## src/rtl/core/cawr_pkg.sv

```systemverilog
// ----------------------------------------------------------------------------
// cawr_pkg
// Types and constants of the cumulative ack receive window.
// ----------------------------------------------------------------------------
package cawr_pkg;

    localparam int WINDOW_DEF = 256;
    localparam int SEQ_W      = 31;
    localparam int ACK_W      = 32;

    localparam logic KIND_DATA   = 1'b0;
    localparam logic KIND_FINISH = 1'b1;

    typedef enum logic [1:0] {
        ST_CLEAR,
        ST_IDLE,
        ST_WALK,
        ST_EMIT
    } t_state;

    typedef struct packed {
        logic below;
        logic beyond;
        logic hit;
    } t_class;

endpackage

```

## src/rtl/core/cawr_in_if.sv

```systemverilog
// ----------------------------------------------------------------------------
// cawr_in_if
// Segment channel: one word is a data segment or a finish marker.
// ----------------------------------------------------------------------------
interface cawr_in_if;
    logic                       valid;
    logic                       ready;
    logic                       kind;
    logic [cawr_pkg::SEQ_W-1:0] seq_num;

    modport source (output valid, output kind, output seq_num, input ready);
    modport sink   (input valid, input kind, input seq_num, output ready);
endinterface

```

## src/rtl/core/cawr_out_if.sv

```systemverilog
// ----------------------------------------------------------------------------
// cawr_out_if
// Ack channel: one word per accepted segment word.
// ----------------------------------------------------------------------------
interface cawr_out_if;
    logic                              valid;
    logic                              ready;
    logic                              ack_sent;
    logic signed [cawr_pkg::ACK_W-1:0] ack_num;
    logic                              done_res;
    logic                              dropped;

    modport source (output valid, output ack_sent, output ack_num, output done_res,
                    output dropped, input ready);
    modport sink   (input valid, input ack_sent, input ack_num, input done_res,
                    input dropped, output ready);
endinterface

```

## src/rtl/core/cawr_bitmap.sv

```systemverilog
// ----------------------------------------------------------------------------
// cawr_bitmap
// Received-slot bitmap: one write port, one read port, registered read.
// ----------------------------------------------------------------------------
module cawr_bitmap #(
    parameter int DEPTH = cawr_pkg::WINDOW_DEF,
    parameter int AW    = 8
) (
    input  logic          i_clk,
    input  logic          i_we,
    input  logic [AW-1:0] i_waddr,
    input  logic          i_wdata,
    input  logic          i_re,
    input  logic [AW-1:0] i_raddr,
    output logic          o_rdata
);

    logic r_mem [DEPTH];
    logic r_rdata;

    always_ff @(posedge i_clk) begin
        if (i_we) begin
            r_mem[i_waddr] <= i_wdata;
        end
    end

    always_ff @(posedge i_clk) begin
        if (i_re) begin
            r_rdata <= r_mem[i_raddr];
        end
    end

    assign o_rdata = r_rdata;

endmodule

```

## src/rtl/core/cawr_classify.sv

```systemverilog
// ----------------------------------------------------------------------------
// cawr_classify
// Places a segment number against the window and finds its bitmap slot.
// ----------------------------------------------------------------------------
module cawr_classify #(
    parameter int WINDOW = cawr_pkg::WINDOW_DEF,
    parameter int SW     = 8
) (
    input  logic [cawr_pkg::SEQ_W-1:0] i_seq,
    input  logic [cawr_pkg::ACK_W-1:0] i_exp,
    input  logic [SW-1:0]              i_exp_slot,
    output cawr_pkg::t_class           o_class,
    output logic [SW-1:0]              o_slot
);

    logic [cawr_pkg::ACK_W-1:0] seq_ext;
    logic [cawr_pkg::ACK_W-1:0] diff;
    logic [SW:0]                sum;

    always_comb begin
        seq_ext        = {1'b0, i_seq};
        diff           = seq_ext - i_exp;
        o_class.below  = seq_ext < i_exp;
        o_class.hit    = seq_ext == i_exp;
        o_class.beyond = !o_class.below && (diff >= cawr_pkg::ACK_W'(WINDOW));
        // offset is below WINDOW when in window: one conditional subtract
        sum = {1'b0, i_exp_slot} + {1'b0, diff[SW-1:0]};
        if (sum >= (SW+1)'(WINDOW)) begin
            o_slot = SW'(sum - (SW+1)'(WINDOW));
        end else begin
            o_slot = sum[SW-1:0];
        end
    end

endmodule

```

## src/rtl/core/cumulative_ack_receive_window.sv

```systemverilog
// ----------------------------------------------------------------------------
// cumulative_ack_receive_window
// Receiver window with cumulative acks.
//
// i_in carries segment words (kind, seq_num); o_out returns one ack word per
// segment word: ack_sent, ack_num (expected - 1), done_res and dropped.
// A word that does not advance the expected number is registered in ST_EMIT
// and then in the output register. A segment equal to the expected number walks
// the bitmap memory, one slot per cycle, past the already received slots that
// follow it. The walk through the single read port of the bitmap sets the
// rate; no new segment word is taken until the ack of the last one is loaded
// into the output register.
// After reset the bitmap is cleared one slot per cycle, with i_in.ready low.
// The next segment word is taken while the previous ack still waits in the
// output register; a stalled o_out holds that word and the block stops before
// loading the following one.
// ----------------------------------------------------------------------------
module cumulative_ack_receive_window #(
    parameter int WINDOW = cawr_pkg::WINDOW_DEF
) (
    input  logic              i_clk,
    input  logic              i_rst_n,
    cawr_in_if.sink           i_in,
    cawr_out_if.source        o_out
);

    localparam int SW = (WINDOW > 1) ? $clog2(WINDOW) : 1;

    cawr_pkg::t_state           r_state, n_state;
    logic [cawr_pkg::ACK_W-1:0] r_exp, n_exp;
    logic [SW-1:0]              r_exp_slot, n_exp_slot;
    logic [cawr_pkg::SEQ_W-1:0] r_high, n_high;
    logic                       r_fin, n_fin;
    logic                       r_done, n_done;
    logic [SW-1:0]              r_clr, n_clr;
    logic                       r_sent, n_sent;
    logic                       r_drop, n_drop;
    logic                       r_out_valid, n_out_valid;
    logic                       r_out_sent, n_out_sent;
    logic [cawr_pkg::ACK_W-1:0] r_out_ack, n_out_ack;
    logic                       r_out_done, n_out_done;
    logic                       r_out_drop, n_out_drop;

    cawr_pkg::t_class           cls;
    logic [SW-1:0]              cls_slot;
    logic [SW-1:0]              slot_inc;
    logic                       exp_gt;
    logic                       in_ready;
    logic                       mem_we;
    logic [SW-1:0]              mem_waddr;
    logic                       mem_wdata;
    logic                       mem_re;
    logic                       mem_rdata;

    cawr_classify #(
        .WINDOW (WINDOW),
        .SW     (SW)
    ) u_classify (
        .i_seq      (i_in.seq_num),
        .i_exp      (r_exp),
        .i_exp_slot (r_exp_slot),
        .o_class    (cls),
        .o_slot     (cls_slot)
    );

    cawr_bitmap #(
        .DEPTH (WINDOW),
        .AW    (SW)
    ) u_bitmap (
        .i_clk   (i_clk),
        .i_we    (mem_we),
        .i_waddr (mem_waddr),
        .i_wdata (mem_wdata),
        .i_re    (mem_re),
        .i_raddr (n_exp_slot),
        .o_rdata (mem_rdata)
    );

    always_ff @(posedge i_clk) begin
        if (!i_rst_n) begin
            r_state     <= cawr_pkg::ST_CLEAR;
            r_exp       <= '0;
            r_exp_slot  <= '0;
            r_high      <= '0;
            r_fin       <= 1'b0;
            r_done      <= 1'b0;
            r_clr       <= '0;
            r_out_valid <= 1'b0;
        end else begin
            r_state     <= n_state;
            r_exp       <= n_exp;
            r_exp_slot  <= n_exp_slot;
            r_high      <= n_high;
            r_fin       <= n_fin;
            r_done      <= n_done;
            r_clr       <= n_clr;
            r_out_valid <= n_out_valid;
        end
    end

    always_ff @(posedge i_clk) begin
        r_sent     <= n_sent;
        r_drop     <= n_drop;
        r_out_sent <= n_out_sent;
        r_out_ack  <= n_out_ack;
        r_out_done <= n_out_done;
        r_out_drop <= n_out_drop;
    end

    always_comb begin
        n_state     = r_state;
        n_exp       = r_exp;
        n_exp_slot  = r_exp_slot;
        n_high      = r_high;
        n_fin       = r_fin;
        n_done      = r_done;
        n_clr       = r_clr;
        n_sent      = r_sent;
        n_drop      = r_drop;
        n_out_valid = r_out_valid;
        n_out_sent  = r_out_sent;
        n_out_ack   = r_out_ack;
        n_out_done  = r_out_done;
        n_out_drop  = r_out_drop;
        mem_we      = 1'b0;
        mem_waddr   = cls_slot;
        mem_wdata   = 1'b0;
        mem_re      = 1'b0;
        in_ready    = 1'b0;
        slot_inc    = (r_exp_slot == SW'(WINDOW - 1)) ? '0 : r_exp_slot + 1'b1;
        exp_gt      = r_exp > {1'b0, r_high};

        if (r_out_valid && o_out.ready) begin
            n_out_valid = 1'b0;
        end

        unique case (r_state)
            cawr_pkg::ST_CLEAR: begin
                mem_we    = 1'b1;
                mem_waddr = r_clr;
                n_clr     = r_clr + 1'b1;
                if (r_clr == SW'(WINDOW - 1)) begin
                    n_state = cawr_pkg::ST_IDLE;
                end
            end
            cawr_pkg::ST_IDLE: begin
                in_ready = 1'b1;
                if (i_in.valid) begin
                    n_state = cawr_pkg::ST_EMIT;
                    n_sent  = 1'b1;
                    n_drop  = 1'b0;
                    if (r_done) begin
                        n_sent = 1'b0;
                    end else if (i_in.kind == cawr_pkg::KIND_FINISH) begin
                        n_fin  = 1'b1;
                        n_sent = !exp_gt;
                    end else if (cls.below) begin
                        n_sent = 1'b1;
                    end else if (cls.beyond) begin
                        n_drop = 1'b1;
                    end else begin
                        if (i_in.seq_num > r_high) begin
                            n_high = i_in.seq_num;
                        end
                        if (cls.hit) begin
                            // slot of expected is never set: step past it directly
                            n_exp      = r_exp + 1'b1;
                            n_exp_slot = slot_inc;
                            mem_re     = 1'b1;
                            n_state    = cawr_pkg::ST_WALK;
                        end else begin
                            mem_we    = 1'b1;
                            mem_wdata = 1'b1;
                        end
                    end
                end
            end
            cawr_pkg::ST_WALK: begin
                if (mem_rdata && !r_exp[cawr_pkg::ACK_W-1]) begin
                    mem_we     = 1'b1;
                    mem_waddr  = r_exp_slot;
                    n_exp      = r_exp + 1'b1;
                    n_exp_slot = slot_inc;
                    mem_re     = 1'b1;
                end else begin
                    n_state = cawr_pkg::ST_EMIT;
                end
            end
            cawr_pkg::ST_EMIT: begin
                if (!r_out_valid || o_out.ready) begin
                    n_done      = r_done || (r_fin && exp_gt);
                    n_out_valid = 1'b1;
                    n_out_sent  = r_sent;
                    n_out_ack   = r_exp - 1'b1;
                    n_out_done  = n_done;
                    n_out_drop  = r_drop;
                    n_state     = cawr_pkg::ST_IDLE;
                end
            end
            default: begin
                n_state = cawr_pkg::ST_CLEAR;
            end
        endcase
    end

    assign i_in.ready     = in_ready;
    assign o_out.valid    = r_out_valid;
    assign o_out.ack_sent = r_out_sent;
    assign o_out.ack_num  = signed'(r_out_ack);
    assign o_out.done_res = r_out_done;
    assign o_out.dropped  = r_out_drop;

endmodule

```

## src/flat_wrapper.sv

```systemverilog
// flat-port wrapper written by rule: the top's interface ports become plain ports
module cumulative_ack_receive_window_flat 
#(
    parameter int WINDOW = cawr_pkg::WINDOW_DEF
)
  (i_clk, i_rst_n, i_in_valid, i_in_kind, i_in_seq_num, i_in_ready, o_out_valid, o_out_ack_sent, o_out_ack_num, o_out_done_res, o_out_dropped, o_out_ready);
  cawr_in_if i_in_i ();
  cawr_out_if o_out_i ();
  input  logic i_clk;
  input  logic i_rst_n;
  input wire logic [$bits(i_in_i.valid)-1:0] i_in_valid;
  input wire logic [$bits(i_in_i.kind)-1:0] i_in_kind;
  input wire logic [$bits(i_in_i.seq_num)-1:0] i_in_seq_num;
  output wire logic [$bits(i_in_i.ready)-1:0] i_in_ready;
  output wire logic [$bits(o_out_i.valid)-1:0] o_out_valid;
  output wire logic [$bits(o_out_i.ack_sent)-1:0] o_out_ack_sent;
  output wire logic [$bits(o_out_i.ack_num)-1:0] o_out_ack_num;
  output wire logic [$bits(o_out_i.done_res)-1:0] o_out_done_res;
  output wire logic [$bits(o_out_i.dropped)-1:0] o_out_dropped;
  input wire logic [$bits(o_out_i.ready)-1:0] o_out_ready;
  assign i_in_i.valid = i_in_valid;
  assign i_in_i.kind = i_in_kind;
  assign i_in_i.seq_num = i_in_seq_num;
  assign i_in_ready = i_in_i.ready;
  assign o_out_valid = o_out_i.valid;
  assign o_out_ack_sent = o_out_i.ack_sent;
  assign o_out_ack_num = o_out_i.ack_num;
  assign o_out_done_res = o_out_i.done_res;
  assign o_out_dropped = o_out_i.dropped;
  assign o_out_i.ready = o_out_ready;
  cumulative_ack_receive_window #(.WINDOW(WINDOW)) u_core (.i_clk(i_clk), .i_rst_n(i_rst_n), .i_in(i_in_i), .o_out(o_out_i));
endmodule
```

## config.mk

```make
export PLATFORM = sky130hd
export DESIGN_NAME = cumulative_ack_receive_window_flat
export DESIGN_NICKNAME = d
export VERILOG_FILES = /design/src/rtl/core/cawr_pkg.sv /design/src/rtl/core/cawr_in_if.sv /design/src/rtl/core/cawr_out_if.sv /design/src/rtl/core/cawr_bitmap.sv /design/src/rtl/core/cawr_classify.sv /design/src/rtl/core/cumulative_ack_receive_window.sv /design/src/flat_wrapper.sv
export SDC_FILE = /design/constraint.sdc
export NUM_CORES = 1
export LEC_CHECK = 0
export BUFFER_PORTS_ARGS = -buffer_cell sky130_fd_sc_hd__buf_4
export CAP_MARGIN = 10
export CORE_ASPECT_RATIO = 1.75
export CORE_MARGIN = 4
export CORE_UTILIZATION = 35
export DETAILED_ROUTE_END_ITERATION = 6
export GPL_TIMING_DRIVEN = 1
export PLACE_DENSITY = 0.61
export SKIP_CTS_REPAIR_TIMING = 1
export SLEW_MARGIN = 20
export SYNTH_ARGS = -nofsm -noshare
export SYNTH_HDL_FRONTEND = slang
export SYNTH_HIERARCHICAL = 1
export SYNTH_SLANG_ARGS = --single-unit
```

## constraint.sdc

```tcl
create_clock -name i_clk -period 13 [get_ports i_clk]
set_input_delay 3.25 -clock i_clk [delete_from_list [all_inputs] [get_ports i_clk]]
set_output_delay 3.25 -clock i_clk [all_outputs]
set_load 0.02 [all_outputs]
```

==> results of run 1 <==
==> worst reg2reg max path: stages (launching register included) <==
cell and delay [ns]:
dfxtp_1 0.61, inv_1 0.20, ha_1 0.45, a21o_1 0.24, a31oi_1 0.41, o21a_1 0.27
nand3_1 0.10, o211ai_1 0.24, o2111ai_1 0.16, or4_1 0.60, a2111oi_2 0.50, nor2_1 0.14
or4_4 0.56, or3_4 0.38, a21boi_4 0.27, a22o_4 0.71, nand3_1 0.75, o22ai_1 0.40
nor4_1 0.08, a2111oi_0 0.39, a21oi_1 0.16, a22oi_1 0.25
==> through the flow <==
step | instances | instance area, µm² | utilization, % | power (W) | setup WS (ns)
after floorplan | 1991 | 21260 | - | 0.001405 | 1.323
after global placement | 2762 | 22470 | 37.35 | 0.001454 | 2.251
after detailed placement | 2762 | 22470 | 37.36 | 0.001456 | 2.229
after CTS | 2833 | 23740 | 39.46 | 0.002569 | 2.805
after global routing | 2834 | 23760 | 39.50 | 0.002633 | 2.507
final | 2834 | 23760 | 39.50 | 0.002545 | 2.762
==> synthesized netlist by cell type, types with 11 or more instances <==
master    count
mux2i_1      91
and3_1       14
edfxtp_1    294
nand2_1     178
mux4_2       42
nor2b_1      21
o22ai_1      28
dfxtp_1      84
o21ai_0      35
a21o_1       16
xor2_1       33
o21ai_1      11
clkbuf_1     65
nand3_1      54
ha_1        109
inv_1        93
and2_1       43
or3_1        12
a21oi_1      79
xnor2_1      40
nor4_1       17
buf_2        21
nor3_1       29
nand4_1      38
nor2_1      317
==> kinds of logic after synthesis <==
logic type | Yosys count | share of synthesized area (%)
AO/OA/AOI/OAI | 297 | 9.743
adder cells (fa/ha/maj) | 111 | 6.605
AND/OR/NAND/NOR | 801 | 18.35
flip-flops | 378 | 49.45
XOR/XNOR | 73 | 3.008
buffers and inverters | 196 | 4.003
multiplexers | 135 | 8.842
==> final timing paths <==
path,startpoint,endpoint
setup / recovery,i_in_seq_num[0],u_core/u_bitmap/o_rdata
hold / removal,u_core/r_sent,u_core/o_out.ack_sent
setup reg to reg,u_core/r_exp[13],u_core/u_bitmap/o_rdata
hold reg to reg,u_core/r_sent,u_core/o_out.ack_sent
==> flip-flops by register name, indices dropped and copies added, names as in the netlist, 2 cells and up <==
name	cells
u_core/u_bitmap/r_mem	256
u_core/o_out.ack_num	32
u_core/r_exp	32
u_core/r_high	31
u_core/r_clr	8
u_core/r_exp_slot	8
u_core/r_state	2
==> cell type report <==
type / count / area, µm²
clock inverter: 17 / 215.2
inverter: 94 / 352.8
multi-input combinational: 1417 / 9958
tap: 786 / 983.4
clock buffer: 54 / 1052
fill: 5809 / 36390
sequential: 378 / 10510
timing repair buffer: 88 / 689.4
==> where the power goes <==
part / total [W] / internal, W / switching, W
clock: 0.00111 / 0.000634 / 0.000478
sequential: 0.00129 / 0.00129 / 0.00000146
combinational: 0.000145 / 0.0000503 / 0.0000947
==> metal layers <==
| metal | track usage, % | up-vias |
|---|---|---|
| li1 | - | 7315 |
| met3 | 2.459 | 171 |
| met4 | 9.910 | 2 |
| met5 | 0 | - |
| met2 | 33.58 | 477 |
| met1 | 18.54 | 7731 |
==> impl_metrics.toml, run 1 <==
[sta]
period_minus_slack_ns = 10.24
worst_slew_pin_slew_ns = 1.085
fmax_mhz = 97.67
hold_slack_ns = 0.4371
relSlewSlack_pct = 27.48
final-setup-viol-count = 0
period_share_pct = 78.76
maxSlewViolCount = 0
finClkSkew_ns = 0.04300
rsz0062_at_grt = "false"
fin_setup_tns_ns = 0
hold_violations = 0

[global_route]
grt-ovfl-total = 0
grt_pass1_wl_um = 90440
grt_antenna_before_repair = 1
grt_pass1_vias = 15660
track_usage_pct = 17.68
grt_start_max_net_pins = 144

[route]
dr.pass1.iters = 5
drcViolationCount = 0
routed-wl-met2_um = 31660
detail_route.iter0.violations = 1040
topRoutingLayerUsed = "met5"
wl_met3_um = 2544
wl_per_cell_um = 21.04
ant_nets = 0
viasPerCell = 5.538
wl_met1_um = 21330
vias = 15700
routed_wl_um = 59620

[cts]
cts_buffers = 39
h-tree-depth = 2
cts_tree = "built"
clock-sinks = 378
clock_latency_ns = 0.57
path_clk_slew_ns = 0.07
clk_path_buf_depth = 3
root_buffer = "clkbuf_16"

[cells_and_area]
diodes = 0
mostFrequentLayoutCells = "nor2_1 (316), edfxtp_1 (294), nand2_1 (178)"
final_common_cell = "nor2_1"
drive_above_1_share_pct = 11.96
nets = 2165
area_growth_pct = 11.80

[worst_setup_path]
r2r_slack_ns = 4.97
end_kind = "flip-flop"
crit_family = "compound AO/OA/AOI/OAI gates"
critical_path_depth = 24
cp.required_ns = 13.39
critPathArrivalTime_ns = 10.62
start_kind = "primary input"
slowest_stage = "nand3_1"
worst-path-buf-inv = 3
crit_path_cell_trace = "buf_4 -> inv_1 -> ha_1 -> inv_1 -> fa_1 -> a21oi_1 -> o211ai_2 -> a31oi_4 -> nand3_1 -> a2111oi_4 -> o2111ai_1 -> or4_1 -> a2111oi_2 -> nor2_1 -> or4_4 -> or3_4 -> a21boi_4 -> a22o_4 -> nand3_1 -> o22ai_1 -> nor4_1 -> a2111oi_0 -> a21oi_1 -> a22oi_1"
cp_max_fo = 49
worst_path_largest_cell_delay_ns = 0.74
rr_worst_depth = 21
criticalPathCategory = "in -> reg"

[min_path]
hp-class = "reg -> reg"
min_path_cells = 0

[placement]
io_buffers = 72
dp_hpwl_um = 42890
place.gp.congestion = 0.9634

[synth]
ys_seq_area_share_pct = 49.45
netlist.area_leader.share_pct = 41.54
ys_ff_latch = 378
yosysUniqueCellTypes = 105
yosysWarnings = 6
synthArstFlopShare_pct = 0
synth_cells = 1991
syn-num-nets = 2138
synth_edf_count = 294
yosys_most_used_dff = "edfxtp_1"
syn-cell-area_um2 = 21250
yosysTopAreaCell = "edfxtp_1"
ys_top_cells_by_area = "edfxtp_1 (42%), dfxtp_1 (7.9%), ha_1 (6.4%)"
syn_area_per_cell_um2 = 10.68

[run_status]
status = "finished clean"

[die]
start_util_pct = 35.33
die_h_um = 334.0
rows = 119
die-area_um2 = 64890
die_w_um = 194.3
placeableCoreArea_um2 = 60150
io_pins = 73

[power]
power_density_nw_per_um2 = 107.1
leakage_nw = 8.026
vdd_ir_drop_max_uv = 91.90

[run]
maxCapViolations = 0
Note: power is estimated with default switching activity, not from simulation.
==> run 2: changes to the inputs <==
Clock period 13 ns to 8.7 ns, I/O delays scaled along.
==> run 2 against run 1 <==
Net effect: sequential share of layout area is 1.5 points lower; final area is 3.4% higher; die area stayed put; worst setup slack worse by 2.4 ns; largest cell class unchanged; critical endpoint unchanged; non-clock buffer count is 95 higher; critical path depth is 2 higher; first-iteration DRC count is 23% higher; worst hold slack worse by 0.0061 ns; largest power group unchanged; sequential cell count stayed put; global-route usage is 1.5 points higher.
==> impl_metrics.toml, run 2 (synthesized netlist as in run 1, its figures left out) <==
[cts]
path_clk_slew_ns = 0.08
clk_path_buf_depth = 3
clock-sinks = 378
h-tree-depth = 2
clock_latency_ns = 0.57
cts_buffers = 37
cts_tree = "built"
root_buffer = "clkbuf_16"

[worst_setup_path]
start_kind = "primary input"
criticalPathCategory = "in -> reg"
critPathArrivalTime_ns = 8.69
r2r_slack_ns = 1.30
cp_max_fo = 6
cp.required_ns = 9.00
end_kind = "flip-flop"

[route]
detail_route.iter0.violations = 1284
viasPerCell = 5.527
drcViolationCount = 0
routed_wl_um = 63900
vias = 16160
dr.pass1.iters = 5
wl_per_cell_um = 21.85
ant_nets = 0

[placement]
place.gp.congestion = 0.9635
dp_hpwl_um = 47460
io_buffers = 72
placedCellCount = 2858

[die]
die_h_um = 334.0
io_pins = 73
placeableCoreArea_um2 = 60150
start_util_pct = 35.33
rows = 119
die-area_um2 = 64890
die_w_um = 194.3

[global_route]
track_usage_pct = 19.13
top_usage_layer = "met2"
grt_pass1_vias = 16690
grt_pass1_wl_um = 96640
grt_antenna_before_repair = 0
grt-ovfl-total = 0
use_met2_pct = 37.22
grt_start_max_net_pins = 257
grt.met1_usage_pct = 18.97
grtUsageMet3_pct = 2.157

[sta]
hold_violations = 0
period_share_pct = 96.38
finClkSkew_ns = 0.02972
maxSlewViolCount = 0
relSlewSlack_pct = 36.03
worst_slew_pin_slew_ns = 0.9575
fmax_mhz = 119.3
period_minus_slack_ns = 8.385
rsz0062_at_grt = "false"
final-setup-viol-count = 0
hold_slack_ns = 0.4311

[cells_and_area]
drive_above_1_share_pct = 16.56
largest_reg_flops = 256
final_common_cell = "nor2_1"
nets = 2258
finish.utilization_pct = 40.86
mostFrequentLayoutCells = "nor2_1 (315), edfxtp_1 (294), nand2_1 (175)"
diodes = 0
stdcell_count = 2924
area_growth_pct = 15.64
largest_register = "u_core/u_bitmap/r_mem"

[power]
leakage_nw = 8.467
vdd_ir_drop_max_uv = 129.2
power_density_nw_per_um2 = 153.6

[min_path]
hp-class = "reg -> reg"

[run_status]
status = "finished clean"

[run]
maxCapViolations = 0
[run 2: cell types whose count changed in the layout (fill, tap and decap cells not counted), sizes merged]
cell      change
buf          +95
clkbuf       -14
clkinv        +5
clkinvlp      +4
[run 2: final cells by class]
type	count	area, µm²
clock buffers	40	937.1
clock inverters	26	266.5
fillers	5751	35580
inverters	94	352.8
multi-input cells	1417	10010
flip-flops and latches	378	10510
well taps	786	983.4
repair buffers	183	1515
[run 2: worst max-delay path, stage by stage]
cell	delay, ns
buf_4	0.12
inv_1	0.05
ha_1	0.16
inv_1	0.06
fa_2	0.36
a21oi_2	0.18
o211ai_2	0.16
a41oi_1	0.29
o211ai_1	0.11
a211oi_1	0.43
nand4_1	0.15
or4_1	0.57
a2111oi_2	0.43
nor2_1	0.15
or4_4	0.54
or3_4	0.35
buf_4	0.15
a21boi_4	0.17
a22o_4	0.19
buf_4	0.15
buf_4	0.18
mux4_2	0.50
a22oi_1	0.26
a2111oi_0	0.17
a311oi_1	0.46
a22oi_1	0.17
[run 2: routing by layer]
layer  vias to the layer above  wire, µm
li1                       7498         -
met1                      7978     21960
met2                       497     34670
met3                       187      2547
met4                         0      4729
met5                         -         0
[run 2: path summary, 6_finish.rpt]
kind | from | endpoint | cells after the start
worst max register to register | u_core/r_exp[11] | u_core/u_bitmap/o_rdata | 23
worst max-delay path | i_in_seq_num[0] | u_core/u_bitmap/o_rdata | 26
worst min-delay path | u_core/r_sent | u_core/o_out.ack_sent | 0
worst min register to register | u_core/r_sent | u_core/o_out.ack_sent | 0
[run 2: report_power, final]
| group | switching (W) | internal, W |
|---|---|---|
| sequential | 0.00000184 | 0.00192 |
| combinational | 0.000149 | 0.0000880 |
| clock | 0.000731 | 0.000883 |
| total | 0.000882 | 0.00289 |
[run 2: through the flow]
step	power, W	area, µm²	setup TNS (ns)	setup WS [ns]
5_1_grt	0.003899	24580	0	0.07386
2_1_floorplan	0.002103	21340	0	0.03076
4_1_cts	0.003817	24570	0	0.3071
3_3_place_gp	0.002195	23360	-0.2896	-0.2896
3_5_place_dp	0.002196	23360	-0.3085	-0.3085
6_report	0.003774	24580	0	0.3153
==> run 3: changes to the inputs <==
Settings changed: CORE_UTILIZATION 35 to 57, PLACE_DENSITY 0.61 to 0.86, REMOVE_ABC_BUFFERS set to 1.
==> run 3 against run 2 <==
Net effect: final cell count decreased by 12%; global-route usage is 9.8 points higher; count of clock-buffer cells in the layout up 3; core utilization up 24 points; sequential power about the same; critical endpoint unchanged; largest cell class unchanged.
==> impl_metrics.toml, run 3 (synthesized netlist as in run 1, its figures left out) <==
[cells_and_area]
stdcell_area_um2 = 23820
area_growth_pct = 12.06
largest_reg_flops = 256
nFillCells = 2724
largest_register = "u_core/u_bitmap/r_mem"
drive_above_1_share_pct = 14.67
nets = 2228
mostFrequentLayoutCells = "nor2_1 (316), edfxtp_1 (294), nand2_1 (178)"
final_common_cell = "nor2_1"

[power]
internal_power_w = 0.002852
power_frac_clock_pct = 41.6
power_density_nw_per_um2 = 154.6
p_comb_share_pct = 6.2
swShare_pct = 22.55
leakage_nw = 8.287
pwr-share-seq_pct = 52.2
p_switching_w = 0.0008302
vdd_ir_drop_max_uv = 222.5
p_total_w = 0.003682

[cts]
root_buffer = "clkbuf_16"
cts_buffers = 36
path_clk_slew_ns = 0.06
h-tree-depth = 2
cts_tree = "built"
clock-sinks = 378
clk_path_buf_depth = 3
clock_latency_ns = 0.55

[die]
rows = 93
die_w_um = 154.0
start_util_pct = 57.62
die-area_um2 = 40560
io_pins = 73
die_h_um = 263.5
placeableCoreArea_um2 = 36890

[placement]
io_buffers = 72
place.gp.congestion = 0.9788
dp_hpwl_um = 43660
dpl-instance-area_um2 = 22670

[route]
wl_per_cell_um = 23.29
viasPerCell = 6.463
drcViolationCount = 0
detail_route.iter0.violations = 1728
routed_wl_um = 60160
dr.pass1.iters = 6
ant_nets = 0
vias = 16700

[sta]
hold_slack_ns = 0.4357
worst_slew_pin_slew_ns = 1.059
fmax_mhz = 117.5
period_minus_slack_ns = 8.510
rsz0062_at_grt = "false"
relSlewSlack_pct = 29.39
fin_setup_tns_ns = 0
final-setup-viol-count = 0
finClkSkew_ns = 0.03296
period_share_pct = 97.82
maxSlewViolCount = 0
hold_violations = 0

[global_route]
grt_antenna_before_repair = 2
grt_pass1_wl_um = 92400
grt_start_max_net_pins = 257
track_usage_pct = 28.93
grt_pass1_vias = 16980
grt-ovfl-total = 0

[worst_setup_path]
end_kind = "flip-flop"
cp_max_fo = 15
critPathArrivalTime_ns = 8.77
start_kind = "primary input"
cp.required_ns = 8.96
criticalPathCategory = "in -> reg"
r2r_slack_ns = 1.36

[min_path]
hp-class = "reg -> reg"

[run_status]
status = "finished clean"

[run]
maxCapViolations = 0
==> run 3: power groups by stage <==
stage | Sequential [W] | Combinational [W] | Clock [W]
after CTS | 0.00192 | 0.000221 | 0.00155
after global placement | 0.00196 | 0.000215 | 0
after floorplan | 0.00196 | 0.000129 | 0
final | 0.00192 | 0.000227 | 0.00153
after global routing | 0.00192 | 0.000243 | 0.00162
after detailed placement | 0.00196 | 0.000220 | 0
==> run 3: routing by layer <==
metal / vias up / wire length, µm / track usage [%]
met3: 347 / 3543 / 4.227
li1: 7434 / - / -
met4: 2 / 6022 / 23.48
met1: 7987 / 18790 / 27.90
met5: - / 11 / 0
met2: 925 / 31780 / 53.31
==> run 3: cell type report <==
cell class              count  area, µm²  area share, %
well taps                 475      594.3          2.495
clock inverters            21      191.4         0.8037
diodes                      1      2.502        0.01051
repair buffers            154       1260          5.290
inverters                  94      352.8          1.481
multi-input cells        1417       9958          41.81
clock buffers              43      948.4          3.982
flip-flops and latches    378      10510          44.13
==> run 3: worst paths after layout <==
kind,from,to,cells after the start
max,i_in_seq_num[0],u_core/u_bitmap/o_rdata,28
min,u_core/r_sent,u_core/o_out.ack_sent,0
max reg2reg,u_core/r_exp[10],u_core/u_bitmap/o_rdata,24
min reg2reg,u_core/r_sent,u_core/o_out.ack_sent,0
==> run 3: metrics by stage <==
step,setup slack [ns],instances,utilization [%]
6_report,0.1896,2583,64.57
5_1_grt,0.006942,2583,64.57
4_1_cts,0.3338,2582,64.54
3_5_place_dp,-0.2137,2518,61.45
3_3_place_gp,-0.1003,2518,61.45
2_1_floorplan,-4.241,1889,-
==> run 3: worst max-delay path, cell delays in order <==
cell	delay, ns
buf_4	0.13
inv_1	0.05
ha_1	0.16
inv_1	0.06
fa_1	0.40
a21oi_1	0.23
o211ai_2	0.21
buf_4	0.20
a41oi_1	0.35
o211ai_1	0.12
a211oi_1	0.23
nand4_1	0.11
or4_1	0.41
a2111oi_2	0.34
buf_4	0.20
nor2_1	0.07
or4_4	0.54
or3_4	0.37
a21boi_4	0.19
a22o_4	0.31
buf_4	0.34
buf_4	0.21
mux2i_1	0.27
nor2_1	0.09
nor3_2	0.29
a2111oi_0	0.18
a21oi_1	0.39
a22oi_1	0.14
